[config.mk]
export PLATFORM = sky130hd
export DESIGN_NAME = stream_find_replace_flat
export DESIGN_NICKNAME = d
export VERILOG_FILES = /design/src/design/sfr_pkg.sv /design/src/design/sfr_if.sv /design/src/design/stream_find_replace.sv /design/src/design/sfr_cfg.sv /design/src/design/sfr_emit.sv /design/src/design/sfr_engine.sv /design/src/flat_wrapper.sv
export SDC_FILE = /design/constraint.sdc
export NUM_CORES = 1
export LEC_CHECK = 0
export BUFFER_PORTS_ARGS = -buffer_cell sky130_fd_sc_hd__buf_4
export CORE_MARGIN = 2
export CORE_UTILIZATION = 65
export DETAILED_ROUTE_END_ITERATION = 6
export PLACE_DENSITY = 0.89
export SLEW_MARGIN = 0
export SYNTH_ARGS = -nofsm -noshare
export SYNTH_HDL_FRONTEND = slang
export SYNTH_HIERARCHICAL = 1
export SYNTH_SLANG_ARGS = --single-unit
[constraint.sdc]
create_clock -name i_clk -period 9.85 [get_ports i_clk]
set_input_delay 1.97 -clock i_clk [delete_from_list [all_inputs] [get_ports i_clk]]
set_output_delay 1.97 -clock i_clk [all_outputs]
set_load 0.01 [all_outputs]
[src/design/sfr_pkg.sv]
// Shared types and constants for the streaming find-and-replace block.
// Used by every module of the block but the checker; depends on nothing else.
package sfr_pkg;

    // Default sizes of the pattern and replacement windows, in bytes.
    localparam int PATTERN_MAX_DEF     = 8;
    localparam int REPLACEMENT_MAX_DEF = 8;

    // Fixed widths of the configuration registers and the payload.
    localparam int BYTE_W     = 8;
    localparam int TEXT_W     = 64;
    localparam int LEN_W      = 4;
    localparam int CFG_IDX_W  = 2;
    localparam int CFG_DATA_W = 64;

    // Register indexes of the configuration port.
    localparam logic [CFG_IDX_W-1:0] REG_PAT_BYTES = 2'd0;
    localparam logic [CFG_IDX_W-1:0] REG_PAT_LEN   = 2'd1;
    localparam logic [CFG_IDX_W-1:0] REG_REP_BYTES = 2'd2;
    localparam logic [CFG_IDX_W-1:0] REG_REP_LEN   = 2'd3;

    // Byte sent at the end of every line.
    localparam logic [BYTE_W-1:0] NEWLINE_BYTE = 8'd10;

    // Configuration as seen by the engine, lengths already saturated.
    typedef struct packed {
        logic [TEXT_W-1:0] pat_bytes;
        logic [LEN_W-1:0]  pat_len;
        logic [TEXT_W-1:0] rep_bytes;
        logic [LEN_W-1:0]  rep_len;
    } t_cfg;

    // Request from the engine to the output stage.
    typedef struct packed {
        logic              emit;
        logic              finish;
        logic [BYTE_W-1:0] data;
    } t_emit_req;

endpackage

[src/design/sfr_if.sv]
// Valid/ready channel interfaces for the text input and the result output.
// Depends on nothing else.
interface sfr_in_if;
    logic       valid;
    logic       ready;
    logic [7:0] text_byte;
    logic       line_end;

    modport source (output valid, output text_byte, output line_end, input ready);
    modport sink   (input valid, input text_byte, input line_end, output ready);
endinterface

interface sfr_out_if;
    logic       valid;
    logic       ready;
    logic [7:0] out_byte;
    logic       last;

    modport source (output valid, output out_byte, output last, input ready);
    modport sink   (input valid, input out_byte, input last, output ready);
endinterface

[src/design/stream_find_replace.sv]
// Top level of the streaming find-and-replace block.
// Depends on sfr_pkg, sfr_if, sfr_cfg, sfr_engine and sfr_emit.

// Text arrives one byte per beat and every leftmost, non-overlapping copy of
// the configured pattern is replaced by the replacement text; bytes that may
// still begin a match are held back, and a line_end beat flushes them and
// sends a newline. One item is worked at a time under a small sequencer with
// a single byte comparator. An item is first taken, then the held bytes are
// compared one by one, where a mismatching comparison also sends the
// oldest held byte in the same cycle. A full match then sends the
// replacement bytes. When mismatches have used up every held byte the scan
// ends, and every item ends in a closing state. A line_end beat sends every
// held byte and then the newline. A mismatch restarts the comparisons one
// byte further on, so a rescan adds compares for every byte still held.
// Output back-pressure stalls the sequencer; the output stage keeps one
// byte in hand to mark the last result of each item. Configuration is to be
// written only while the block is idle; the block itself does not enforce
// this. Writing the pattern or its length drops the held bytes.
module stream_find_replace
    import sfr_pkg::*;
#(
    parameter int PATTERN_MAX     = PATTERN_MAX_DEF,
    parameter int REPLACEMENT_MAX = REPLACEMENT_MAX_DEF
) (
    input  logic                  i_clk,
    input  logic                  i_rst_n,
    input  logic                  i_cfg_we,
    input  logic [CFG_IDX_W-1:0]  i_cfg_idx,
    input  logic [CFG_DATA_W-1:0] i_cfg_data,
    sfr_in_if.sink                i_text,
    sfr_out_if.source             o_res
);

    t_cfg      cfg;
    logic      held_clr;
    logic      ack;
    logic      eng_ready;
    t_emit_req req;

    // Configuration registers.
    sfr_cfg #(
        .PATTERN_MAX     (PATTERN_MAX),
        .REPLACEMENT_MAX (REPLACEMENT_MAX)
    ) u_cfg (
        .i_clk      (i_clk),
        .i_rst_n    (i_rst_n),
        .i_cfg_we   (i_cfg_we),
        .i_cfg_idx  (i_cfg_idx),
        .i_cfg_data (i_cfg_data),
        .o_cfg      (cfg),
        .o_held_clr (held_clr)
    );

    // Match engine and sequencer.
    sfr_engine #(
        .PATTERN_MAX     (PATTERN_MAX),
        .REPLACEMENT_MAX (REPLACEMENT_MAX)
    ) u_engine (
        .i_clk       (i_clk),
        .i_rst_n     (i_rst_n),
        .i_cfg       (cfg),
        .i_held_clr  (held_clr),
        .i_valid     (i_text.valid),
        .i_text_byte (i_text.text_byte),
        .i_line_end  (i_text.line_end),
        .o_ready     (eng_ready),
        .i_ack       (ack),
        .o_req       (req)
    );

    assign i_text.ready = eng_ready;

    // Output stage.
    sfr_emit u_emit (
        .i_clk   (i_clk),
        .i_rst_n (i_rst_n),
        .i_req   (req),
        .o_ack   (ack),
        .o_res   (o_res)
    );

endmodule

[src/design/sfr_cfg.sv]
// Configuration registers of the find-and-replace block, with length saturation.
// Depends on sfr_pkg.
module sfr_cfg
    import sfr_pkg::*;
#(
    parameter int PATTERN_MAX     = PATTERN_MAX_DEF,
    parameter int REPLACEMENT_MAX = REPLACEMENT_MAX_DEF
) (
    input  logic                  i_clk,
    input  logic                  i_rst_n,
    input  logic                  i_cfg_we,
    input  logic [CFG_IDX_W-1:0]  i_cfg_idx,
    input  logic [CFG_DATA_W-1:0] i_cfg_data,
    output t_cfg                  o_cfg,
    output logic                  o_held_clr
);

    localparam logic [LEN_W-1:0] PMAX_L = LEN_W'(PATTERN_MAX);
    localparam logic [LEN_W-1:0] RMAX_L = LEN_W'(REPLACEMENT_MAX);

    logic [TEXT_W-1:0] r_pat_bytes;
    logic [LEN_W-1:0]  r_pat_len;
    logic [TEXT_W-1:0] r_rep_bytes;
    logic [LEN_W-1:0]  r_rep_len;

    // Register writes; all registers reset to zero.
    always_ff @(posedge i_clk) begin
        if (!i_rst_n) begin
            r_pat_bytes <= '0;
            r_pat_len   <= '0;
            r_rep_bytes <= '0;
            r_rep_len   <= '0;
        end else if (i_cfg_we) begin
            case (i_cfg_idx)
                REG_PAT_BYTES: r_pat_bytes <= i_cfg_data[TEXT_W-1:0];
                REG_PAT_LEN:   r_pat_len   <= i_cfg_data[LEN_W-1:0];
                REG_REP_BYTES: r_rep_bytes <= i_cfg_data[TEXT_W-1:0];
                REG_REP_LEN:   r_rep_len   <= i_cfg_data[LEN_W-1:0];
                default: begin
                end
            endcase
        end
    end

    // Lengths above the window sizes saturate.
    always_comb begin
        o_cfg.pat_bytes = r_pat_bytes;
        o_cfg.rep_bytes = r_rep_bytes;
        o_cfg.pat_len   = (r_pat_len > PMAX_L) ? PMAX_L : r_pat_len;
        o_cfg.rep_len   = (r_rep_len > RMAX_L) ? RMAX_L : r_rep_len;
    end

    // Any change of the pattern drops the held bytes.
    assign o_held_clr = i_cfg_we && (i_cfg_idx == REG_PAT_BYTES || i_cfg_idx == REG_PAT_LEN);

endmodule

[src/design/sfr_emit.sv]
// Output stage: keeps one byte back so the last flag can be set on the final
// byte of an item, and drives the output channel. Depends on sfr_pkg.
module sfr_emit
    import sfr_pkg::*;
(
    input  logic        i_clk,
    input  logic        i_rst_n,
    input  t_emit_req   i_req,
    output logic        o_ack,
    sfr_out_if.source   o_res
);

    logic              r_pend_v;
    logic [BYTE_W-1:0] r_pend_b;
    logic              r_ov;
    logic [BYTE_W-1:0] r_ob;
    logic              r_ol;
    logic              out_free;
    logic              push;

    assign out_free = !r_ov || o_res.ready;
    assign o_ack    = !r_pend_v || out_free;
    assign push     = (i_req.emit || i_req.finish) && o_ack && r_pend_v;

    // Pending byte and output register.
    always_ff @(posedge i_clk) begin
        if (!i_rst_n) begin
            r_pend_v <= 1'b0;
            r_ov     <= 1'b0;
        end else begin
            if (push) begin
                r_ov <= 1'b1;
            end else if (o_res.ready) begin
                r_ov <= 1'b0;
            end
            if (i_req.emit && o_ack) begin
                r_pend_v <= 1'b1;
            end else if (i_req.finish && o_ack) begin
                r_pend_v <= 1'b0;
            end
        end
    end

    // Payload registers need no reset.
    always_ff @(posedge i_clk) begin
        if (push) begin
            r_ob <= r_pend_b;
            r_ol <= i_req.finish;
        end
        if (i_req.emit && o_ack) begin
            r_pend_b <= i_req.data;
        end
    end

    assign o_res.valid    = r_ov;
    assign o_res.out_byte = r_ob;
    assign o_res.last     = r_ol;

endmodule

[src/design/sfr_engine.sv]
// Match engine: held-byte buffer, one shared byte comparator and the sequencer
// that scans, replaces and flushes. Depends on sfr_pkg.
module sfr_engine
    import sfr_pkg::*;
#(
    parameter int PATTERN_MAX     = PATTERN_MAX_DEF,
    parameter int REPLACEMENT_MAX = REPLACEMENT_MAX_DEF
) (
    input  logic              i_clk,
    input  logic              i_rst_n,
    input  t_cfg              i_cfg,
    input  logic              i_held_clr,
    input  logic              i_valid,
    input  logic [BYTE_W-1:0] i_text_byte,
    input  logic              i_line_end,
    output logic              o_ready,
    input  logic              i_ack,
    output t_emit_req         o_req
);

    localparam int IW  = (PATTERN_MAX > 1) ? $clog2(PATTERN_MAX) : 1;
    localparam int CW  = $clog2(PATTERN_MAX + 1);
    localparam int RIW = (REPLACEMENT_MAX > 1) ? $clog2(REPLACEMENT_MAX) : 1;
    localparam int RW  = $clog2(REPLACEMENT_MAX + 1);

    typedef enum logic [2:0] {
        S_IDLE,
        S_SCAN,
        S_REPL,
        S_FLUSH,
        S_FIN
    } t_state;

    t_state            r_state, n_state;
    logic [CW-1:0]     r_cnt, n_cnt;
    logic [IW-1:0]     r_idx, n_idx;
    logic [RW-1:0]     r_ridx, n_ridx;
    logic [BYTE_W-1:0] r_buf [PATTERN_MAX];

    logic [BYTE_W-1:0] pat_arr [PATTERN_MAX];
    logic [BYTE_W-1:0] rep_arr [REPLACEMENT_MAX];
    logic [CW-1:0]     plen;
    logic [RW-1:0]     rlen;
    logic [CW-1:0]     m_len;
    logic              mismatch;
    logic              idx_last;
    logic              accept;
    logic              do_shift;

    // Byte views of the pattern and the replacement.
    for (genvar g = 0; g < PATTERN_MAX; g++) begin : g_pat
        assign pat_arr[g] = i_cfg.pat_bytes[g*BYTE_W +: BYTE_W];
    end
    for (genvar g = 0; g < REPLACEMENT_MAX; g++) begin : g_rep
        assign rep_arr[g] = i_cfg.rep_bytes[g*BYTE_W +: BYTE_W];
    end

    assign plen    = i_cfg.pat_len[CW-1:0];
    assign rlen    = i_cfg.rep_len[RW-1:0];
    assign m_len   = (r_cnt < plen) ? r_cnt : plen;
    assign o_ready = (r_state == S_IDLE);
    assign accept  = i_valid && o_ready;

    // The shared comparator: one buffer byte against one pattern byte.
    assign mismatch = (plen == '0) || (r_buf[r_idx] != pat_arr[r_idx]);
    assign idx_last = ((CW'(r_idx) + CW'(1)) == m_len);

    // Sequencer next state.
    always_comb begin
        n_state  = r_state;
        n_cnt    = r_cnt;
        n_idx    = r_idx;
        n_ridx   = r_ridx;
        o_req    = '0;
        do_shift = 1'b0;
        case (r_state)
            S_IDLE: begin
                if (accept) begin
                    n_idx = '0;
                    if (i_line_end) begin
                        n_state = S_FLUSH;
                    end else begin
                        n_cnt   = r_cnt + CW'(1);
                        n_state = S_SCAN;
                    end
                end
            end
            S_SCAN: begin
                if (r_cnt == '0) begin
                    n_state = S_FIN;
                end else if (mismatch) begin
                    // Oldest byte goes out unchanged; rescan one byte on.
                    o_req.emit = 1'b1;
                    o_req.data = r_buf[0];
                    if (i_ack) begin
                        do_shift = 1'b1;
                        n_cnt    = r_cnt - CW'(1);
                        n_idx    = '0;
                    end
                end else if (idx_last) begin
                    if (r_cnt < plen) begin
                        n_state = S_FIN;
                    end else begin
                        n_ridx  = '0;
                        n_state = S_REPL;
                    end
                end else begin
                    n_idx = r_idx + IW'(1);
                end
            end
            S_REPL: begin
                if (r_ridx == rlen) begin
                    // A full match always fills the buffer exactly.
                    n_cnt   = '0;
                    n_idx   = '0;
                    n_state = S_FIN;
                end else begin
                    o_req.emit = 1'b1;
                    o_req.data = rep_arr[r_ridx[RIW-1:0]];
                    if (i_ack) begin
                        n_ridx = r_ridx + RW'(1);
                    end
                end
            end
            S_FLUSH: begin
                o_req.emit = 1'b1;
                if (r_cnt != '0) begin
                    o_req.data = r_buf[0];
                    if (i_ack) begin
                        do_shift = 1'b1;
                        n_cnt    = r_cnt - CW'(1);
                    end
                end else begin
                    o_req.data = NEWLINE_BYTE;
                    if (i_ack) begin
                        n_state = S_FIN;
                    end
                end
            end
            S_FIN: begin
                o_req.finish = 1'b1;
                if (i_ack) begin
                    n_state = S_IDLE;
                end
            end
            default: begin
                n_state = S_IDLE;
            end
        endcase
        if (i_held_clr) begin
            n_cnt = '0;
        end
    end

    // State and counters.
    always_ff @(posedge i_clk) begin
        if (!i_rst_n) begin
            r_state <= S_IDLE;
            r_cnt   <= '0;
            r_idx   <= '0;
            r_ridx  <= '0;
        end else begin
            r_state <= n_state;
            r_cnt   <= n_cnt;
            r_idx   <= n_idx;
            r_ridx  <= n_ridx;
        end
    end

    // Held-byte buffer: append at the count, shift toward entry zero.
    always_ff @(posedge i_clk) begin
        if (accept && !i_line_end) begin
            r_buf[r_cnt[IW-1:0]] <= i_text_byte;
        end else if (do_shift) begin
            for (int k = 0; k < PATTERN_MAX - 1; k++) begin
                r_buf[k] <= r_buf[k+1];
            end
        end
    end

endmodule

[src/flat_wrapper.sv]
// flat-port wrapper written by rule: the top's interface ports become plain ports
module stream_find_replace_flat import sfr_pkg::*;
#(
    parameter int PATTERN_MAX     = PATTERN_MAX_DEF,
    parameter int REPLACEMENT_MAX = REPLACEMENT_MAX_DEF
)
  (i_clk, i_rst_n, i_cfg_we, i_cfg_idx, i_cfg_data, i_text_valid, i_text_text_byte, i_text_line_end, i_text_ready, o_res_valid, o_res_out_byte, o_res_last, o_res_ready);
  sfr_in_if i_text_i ();
  sfr_out_if o_res_i ();
  input  logic i_clk;
  input  logic i_rst_n;
  input  logic i_cfg_we;
  input  logic [CFG_IDX_W-1:0] i_cfg_idx;
  input  logic [CFG_DATA_W-1:0] i_cfg_data;
  input wire logic [$bits(i_text_i.valid)-1:0] i_text_valid;
  input wire logic [$bits(i_text_i.text_byte)-1:0] i_text_text_byte;
  input wire logic [$bits(i_text_i.line_end)-1:0] i_text_line_end;
  output wire logic [$bits(i_text_i.ready)-1:0] i_text_ready;
  output wire logic [$bits(o_res_i.valid)-1:0] o_res_valid;
  output wire logic [$bits(o_res_i.out_byte)-1:0] o_res_out_byte;
  output wire logic [$bits(o_res_i.last)-1:0] o_res_last;
  input wire logic [$bits(o_res_i.ready)-1:0] o_res_ready;
  assign i_text_i.valid = i_text_valid;
  assign i_text_i.text_byte = i_text_text_byte;
  assign i_text_i.line_end = i_text_line_end;
  assign i_text_ready = i_text_i.ready;
  assign o_res_valid = o_res_i.valid;
  assign o_res_out_byte = o_res_i.out_byte;
  assign o_res_last = o_res_i.last;
  assign o_res_i.ready = o_res_ready;
  stream_find_replace #(.PATTERN_MAX(PATTERN_MAX), .REPLACEMENT_MAX(REPLACEMENT_MAX)) u_core (.i_clk(i_clk), .i_rst_n(i_rst_n), .i_cfg_we(i_cfg_we), .i_cfg_idx(i_cfg_idx), .i_cfg_data(i_cfg_data), .i_text(i_text_i), .o_res(o_res_i));
endmodule
==> qor.txt, run 1 <==
Seq cells post-synth - 236
Clk_lat worst skew - 0.52 ns
Top delay family on crit path - compound AO/OA/AOI/OAI gates
Peak supply drop - 0.172 mV
Placeable Area - 17,200 sq um
Total CTS buffers - 23
Final min period - 5.01 ns
Max cap viols - 0
CTS tree - yes
Fin area - 12,800 sq um
Initial core utilization - 66.3%
Worst r2r src - u_core/u_engine/r_idx[0]
Hold Path Stages - 0
Hold Violations, Final - 0
Post-synthesis cell area - 11,400 sq um
Run status - completed
Post-synth ARST share - 0%
Slew @ Worst Pin - 1.28 ns
Critical path class - reg -> reg
CTS Hold Bufs - 0
Commonest non-fill, non-tap cells in the layout - 241 x nand2_1, 158 x mux2i_1, 155 x dfxtp_1, 96 x buf_4, 81 x edfxtp_1
Clock-pin slew of the registers on the worst-case setup and hold paths - 0.06 ns
Power per Cell Area - 207 nW/um^2
Vias in the first global route - 7,859
# fillers - 1,080
GPL Wtd Cong - 0.922
Slew margin rel. - 13.7%
Crit path buffers/inverters - 0
CTS Root Cell - clkbuf_16
Reg2reg setup slack - 4.84 ns
FF+latch area - 5540 sq um
DR pass1 iterations - 5
Placed Area - 12,000 sq um
Final Routed Wirelength - 27,800 um
First-pass GRT wire length - 42,900 um
Slowest cell delay on critical path - 1.06 ns
All-layer global routing usage - 30.3%
Synth Area per Inst - 11.6 sq um
Die Y - 137 um
Worst hold endpoint - u_core/u_emit/o_res.out_byte[0]
Hold/Removal Path Class - reg -> reg
Post-synthesis cell type count - 61
Remaining DRCs - 0
Final setup TNS - 0 ns
Initial DRC Count - 889
Final hold slack - 0.418 ns
Syn_nets - 1,070
Final setup viols - 0
Die Wd - 137 um
Slowest cell on the critical path - dfxtp_1
Synth warnings - 6
Top_reg_cell synth - dfxtp_1
CTS H-tree lvls - 1
Worst R2R Path Depth - 8
Critical Path RT - 9.98 ns
Ant diodes - 0
Wire length per cell - 21.8 um
Commonest non-fill, non-tap cell in the layout - nand2_1
Largest net degree at the start of global routing - 118
Resize count post-CTS - 0
Arr. time, crit path - 5.14 ns
Share of cells above drive strength 1 - 22.3%
Post-DP HPWL - 18,700 um
Clk sinks - 236
Critical Path End Type - flop
Layout area overhead - 11.8%
Post-CTS setup buffers - 0
Area of the multi-input gates - 5390 sq um
Reg2reg end - u_core/u_engine/r_buf[5][1]
Crit Path Max Fanout - 63
Clock buffer depth - 3
Period utilization - 50.9%
Routed vias/inst - 6.30
Leak Pwr - 5.01 nW
Crit path launch type - flop
Clk_skew - 0.0133 ns
Number of nets in the layout - 1,125
Vias - 8,055
Final antenna-violating net count - 0
Max Clk Rate - 200 MHz
Post-synth EDFFs - 81
Gr ovfl total - 0
Worst Hold Launch - u_core/u_emit/r_pend_b[0]
Cells after Synth - 982
Initial antenna violation count - 0
RSZ-0062 raised after global routing - no
Post-synthesis sequential area ratio - 48.4%
Die area - 18,700 sq um
Cell Rows - 48
Final max-slew violation count - 0
# port buffers - 90
I/O pins - 91
Cell Chain, Critical Path - mux4_2 > mux2i_1 > xor2_1 > nor3_1 > and2_4 > a311oi_4 > nand3_4 > o21ai_0
metal layers:
| layer | routed length, um | track usage (%) | vias up |
|---|---|---|---|
| met5 | 0 | 0 | - |
| li1 | - | - | 3633 |
| met1 | 11700 | 42.3 | 3949 |
| met2 | 12900 | 48.0 | 429 |
| met4 | 733 | 9.55 | 0 |
| met3 | 2540 | 5.85 | 44 |
worst max-delay path by stage:
stage / start / end / cells after the start
2_1_floorplan: i_text_line_end / u_core/u_engine/r_buf[0][0] / 3
3_3_place_gp: u_core/u_engine/r_idx[0] / u_core/u_engine/r_buf[6][2] / 8
3_5_place_dp: u_core/u_engine/r_idx[0] / u_core/u_engine/r_buf[5][5] / 8
4_1_cts: u_core/u_engine/r_idx[0] / u_core/u_engine/r_buf[5][1] / 8
5_1_grt: u_core/u_engine/r_idx[0] / u_core/u_engine/r_buf[5][1] / 8
6_report: u_core/u_engine/r_idx[0] / u_core/u_engine/r_buf[5][1] / 8
cell type report:
class / count / share of cell area (%)
clock buffers: 37 / 5.80
clock inverters: 5 / 0.529
flip-flops and latches: 236 / 43.3
well taps: 225 / 2.20
multi-input cells: 671 / 42.2
inverters: 8 / 0.235
repair buffers: 97 / 5.73
kinds of logic (layout without fill, tap and decap cells):
group	after synthesis	after routing	share of synthesized area [%]
flip-flops	236	236	48.4
multiplexers	262	262	28.8
adder cells (fa/ha/maj)	8	8	0.941
AND/OR/NAND/NOR	318	318	12.1
buffers and inverters	75	147	4.47
XOR/XNOR	18	18	1.38
AO/OA/AOI/OAI	65	65	3.86
sequential cells by signal, summed over array words and instances (netlist names), named ones only:
| register | cells |
|---|---|
| u_core/u_cfg/r_pat_bytes | 64 |
| u_core/u_engine/r_state | 3 |
| u_core/u_engine/r_buf | 64 |
| u_core/u_cfg/r_rep_bytes | 64 |
| u_core/u_engine/r_ridx | 4 |
| u_core/u_emit/o_res.valid | 1 |
| u_core/u_emit/r_pend_v | 1 |
| u_core/u_emit/o_res.out_byte | 8 |
| u_core/u_emit/o_res.last | 1 |
| u_core/u_engine/r_idx | 3 |
| u_core/u_cfg/r_pat_len | 4 |
| u_core/u_engine/r_cnt | 4 |
| u_core/u_emit/r_pend_b | 8 |
| u_core/u_cfg/r_rep_len | 4 |
synth_stat cells, drive strengths merged (2+ instances only):
| cell | n | area share (%) |
|---|---|---|
| nand2 | 241 | 7.9 |
| mux2i | 158 | 14 |
| dfxtp | 155 | 27 |
| edfxtp | 81 | 21 |
| mux2 | 56 | 5.5 |
| mux4 | 48 | 9.5 |
| buf | 38 | 3.3 |
| clkbuf | 29 | 0.95 |
| o21ai | 24 | 1.1 |
| nand2b | 18 | 0.99 |
| nor2 | 11 | 0.36 |
| nor2b | 10 | 0.55 |
| xor2 | 10 | 0.77 |
| nand3 | 9 | 0.50 |
| inv | 8 | 0.26 |
| xnor2 | 8 | 0.61 |
| a21oi | 7 | 0.31 |
| ha | 7 | 0.77 |
| a31oi | 5 | 0.27 |
| nor3 | 5 | 0.22 |
| o31ai | 5 | 0.33 |
| nor3b | 4 | 0.31 |
| nand3b | 3 | 0.20 |
| nand4 | 3 | 0.16 |
| nor4 | 3 | 0.16 |
| a21boi | 2 | 0.13 |
| a21o | 2 | 0.13 |
| a311oi | 2 | 0.31 |
| nand4b | 2 | 0.15 |
| o211ai | 2 | 0.13 |
| o21a | 2 | 0.13 |
| o221a | 2 | 0.20 |
| o22ai | 2 | 0.11 |
| o311ai | 2 | 0.15 |
| or4 | 2 | 0.13 |
report_power, final:
| part | switching (mW) | internal [mW] |
|---|---|---|
| Clock | 0.373 | 0.545 |
| Sequential | 0.0823 | 1.14 |
| Combinational | 0.293 | 0.219 |
| Total | 0.748 | 1.90 |
metrics by stage:
step | total power, mW | worst slack (ns) | std cells | util, %
global placement | 1.71 | 5.10 | 1237 | 69.5
detailed placement | 1.73 | 4.95 | 1237 | 69.5
finish | 2.65 | 4.84 | 1279 | 74.1
global route | 2.73 | 4.48 | 1279 | 74.1
floorplan | 1.58 | 6.25 | 982 | -
CTS | 2.64 | 4.85 | 1279 | 74.1
worst reg2reg max path: cells and delay by family (launching register included):
kind / cells / cell delay [ns]
AOI/OAI and AO/OA: 2 / 1.40
xor gates and xnor gates: 1 / 0.23
DFF: 1 / 1.06
muxes: 2 / 0.95
and+or+nand+nor: 3 / 0.98
(Power assumes the default switching activity.)
==> run 2, diff against run 1 <==
--- a/config.mk
+++ b/config.mk
@@ -7,9 +7,9 @@
 export LEC_CHECK = 0
 export BUFFER_PORTS_ARGS = -buffer_cell sky130_fd_sc_hd__buf_4
 export CORE_MARGIN = 2
-export CORE_UTILIZATION = 65
+export CORE_UTILIZATION = 54
 export DETAILED_ROUTE_END_ITERATION = 6
-export PLACE_DENSITY = 0.89
+export PLACE_DENSITY = 0.8
 export SLEW_MARGIN = 0
 export SYNTH_ARGS = -nofsm -noshare
 export SYNTH_HDL_FRONTEND = slang
==> constraint.sdc (replaced) <==
create_clock -name i_clk -period 4.3 [get_ports i_clk]
set_input_delay 0.86 -clock i_clk [delete_from_list [all_inputs] [get_ports i_clk]]
set_output_delay 0.86 -clock i_clk [all_outputs]
set_load 0.01 [all_outputs]
==> qor.txt, run 2 (synthesis gave the netlist of run 1 again) <==
Run status - completed
Leak Pwr - 5.06 nW
Clock share of power - 34.0%
Worst Hold Launch - u_core/u_emit/r_pend_b[4]
Critical path class - reg -> reg
Wire length per cell - 20.8 um
RSZ-0062 raised after global routing - no
Gr ovfl total - 0
Vias - 7,948
Met2 Use GR - 40.7%
Clock-pin slew of the registers on the worst-case setup and hold paths - 0.06 ns
Final min period - 4.00 ns
Final Routed Wirelength - 28,000 um
Final hold slack - 0.415 ns
Combinational power share - 19.6%
Sequential share of power - 46.4%
Worst R2R Path Depth - 10
Final max-slew violation count - 0
Placed Area - 12,100 sq um
Total CTS buffers - 25
Die area - 22,400 sq um
Reg2reg end - u_core/u_engine/r_buf[7][7]
Hold Violations, Final - 0
Commonest non-fill, non-tap cell in the layout - nand2_1
Ant diodes - 0
Final Power - 6.03 mW
Final antenna-violating net count - 0
Vias in the first global route - 7,874
CTS H-tree lvls - 1
Clk_skew - 0.0335 ns
Final setup viols - 0
Peak supply drop - 0.327 mV
Layer with the highest usage - met2
# port buffers - 90
Biggest regs - u_core/u_cfg/r_pat_bytes: 64 flops, u_core/u_cfg/r_rep_bytes: 64 flops, u_core/u_engine/r_buf: 64 flops
Arr. time, crit path - 4.25 ns
Slew margin rel. - 24.2%
Internal power - 4.30 mW
Routed vias/inst - 5.92
Switching Share - 28.6%
Worst hold endpoint - u_core/u_emit/o_res.out_byte[4]
Resize count post-CTS - 0
Clk_lat worst skew - 0.54 ns
Max cap viols - 0
Post-CTS setup buffers - 0
Max Clk Rate - 250 MHz
Initial DRC Count - 669
Initial antenna violation count - 0
Crit path launch type - flop
Clk sinks - 236
Fin area - 12,900 sq um
Clock buffer depth - 3
Period utilization - 93.0%
Power per Cell Area - 466 nW/um^2
CTS Root Cell - clkbuf_16
Commonest non-fill, non-tap cells in the layout - 241 x nand2_1, 158 x mux2i_1, 155 x dfxtp_1, 103 x buf_4, 81 x edfxtp_1
Placeable Area - 20,900 sq um
P_sw - 1.72 mW
CTS tree - yes
Largest net degree at the start of global routing - 101
All-layer global routing usage - 25.3%
Critical Path RT - 4.55 ns
GRT met3 Usage - 4.57%
Critical Path End Type - flop
I/O pins - 91
GR Util met1 - 34.3%
DR pass1 iterations - 5
GPL Wtd Cong - 0.938
Slew @ Worst Pin - 1.14 ns
Die Y - 150 um
Hold Path Stages - 0
CTS Hold Bufs - 0
Final setup TNS - 0 ns
Cell Rows - 53
Remaining DRCs - 0
Layout area overhead - 13.0%
Reg2reg setup slack - 0.30 ns
Hold/Removal Path Class - reg -> reg
Crit Path Max Fanout - 17
Share of cells above drive strength 1 - 23.1%
Number of nets in the layout - 1,137
First-pass GRT wire length - 43,400 um
Initial core utilization - 54.7%
Post-DP HPWL - 19,600 um
Die Wd - 150 um
run 2: cell types whose count changed in the layout (fill, tap and decap cells not counted):
cell / previous run / this run
o21ai_2: 0 / 1
buf_12: 0 / 2
o21ai_0: 23 / 18
nand3_2: 0 / 1
clkbuf_8: 7 / 6
clkinvlp_4: 1 / 0
buf_4: 96 / 103
bufinv_16: 1 / 0
clkbuf_1: 5 / 8
o21ai_1: 1 / 5
clkinv_2: 2 / 5
run 2: how the worst max path moves through the flow:
stage               cells past startpoint  slack (ns)                          end
floorplan                              11        1.12  u_core/u_engine/r_buf[5][0]
CTS                                     9        0.14  u_core/u_engine/r_buf[6][7]
finish                                 10        0.30  u_core/u_engine/r_buf[7][7]
global placement                        9        0.37  u_core/u_engine/r_buf[3][4]
global route                            9        0.09  u_core/u_engine/r_buf[5][3]
detailed placement                      9        0.23  u_core/u_engine/r_buf[6][7]
run 2: per-layer routing:
layer / routed length, um / share of wire (%) / up-vias
met5: 0 / 0 / -
met4: 931 / 3.3 / 0
met3: 2050 / 7.3 / 60
met2: 13000 / 46 / 336
met1: 12000 / 43 / 3890
li1: - / - / 3662
run 2: per-stage QoR:
| stage | setup WS, ns | std cells | util, % |
|---|---|---|---|
| floorplan | 1.12 | 982 | - |
| global placement | 0.369 | 1296 | 58.1 |
| detailed placement | 0.232 | 1296 | 58.1 |
| CTS | 0.140 | 1341 | 61.8 |
| global route | 0.0914 | 1342 | 61.9 |
| finish | 0.299 | 1342 | 61.9 |
run 2: critical path, stage by stage (launching register included):
cell,delay [ns]
dfxtp_1,0.63
buf_4,0.30
mux4_2,0.52
nand2_1,0.10
nand2_1,0.09
xnor2_1,0.15
and4_1,0.29
a311oi_4,0.64
nand3_4,0.35
buf_4,0.30
mux2_1,0.34
run 2: power by group through the flow:
| stage | Combinational [mW] | Clock (mW) | Sequential, mW |
|---|---|---|---|
| floorplan | 0.887 | 0 | 2.73 |
| global placement | 1.12 | 0 | 2.83 |
| detailed placement | 1.14 | 0 | 2.83 |
| CTS | 1.15 | 2.07 | 2.79 |
| global route | 1.29 | 2.16 | 2.81 |
| finish | 1.18 | 2.05 | 2.80 |
run 2: area by class of cell:
type	instances	area [sq um]
fillers	1610	7970
clock buffers	39	738
well taps	275	344
flip-flops and latches	236	5540
repair buffers	106	825
inverters	8	30.0
multi-input cells	672	5410
clock inverters	6	45.0
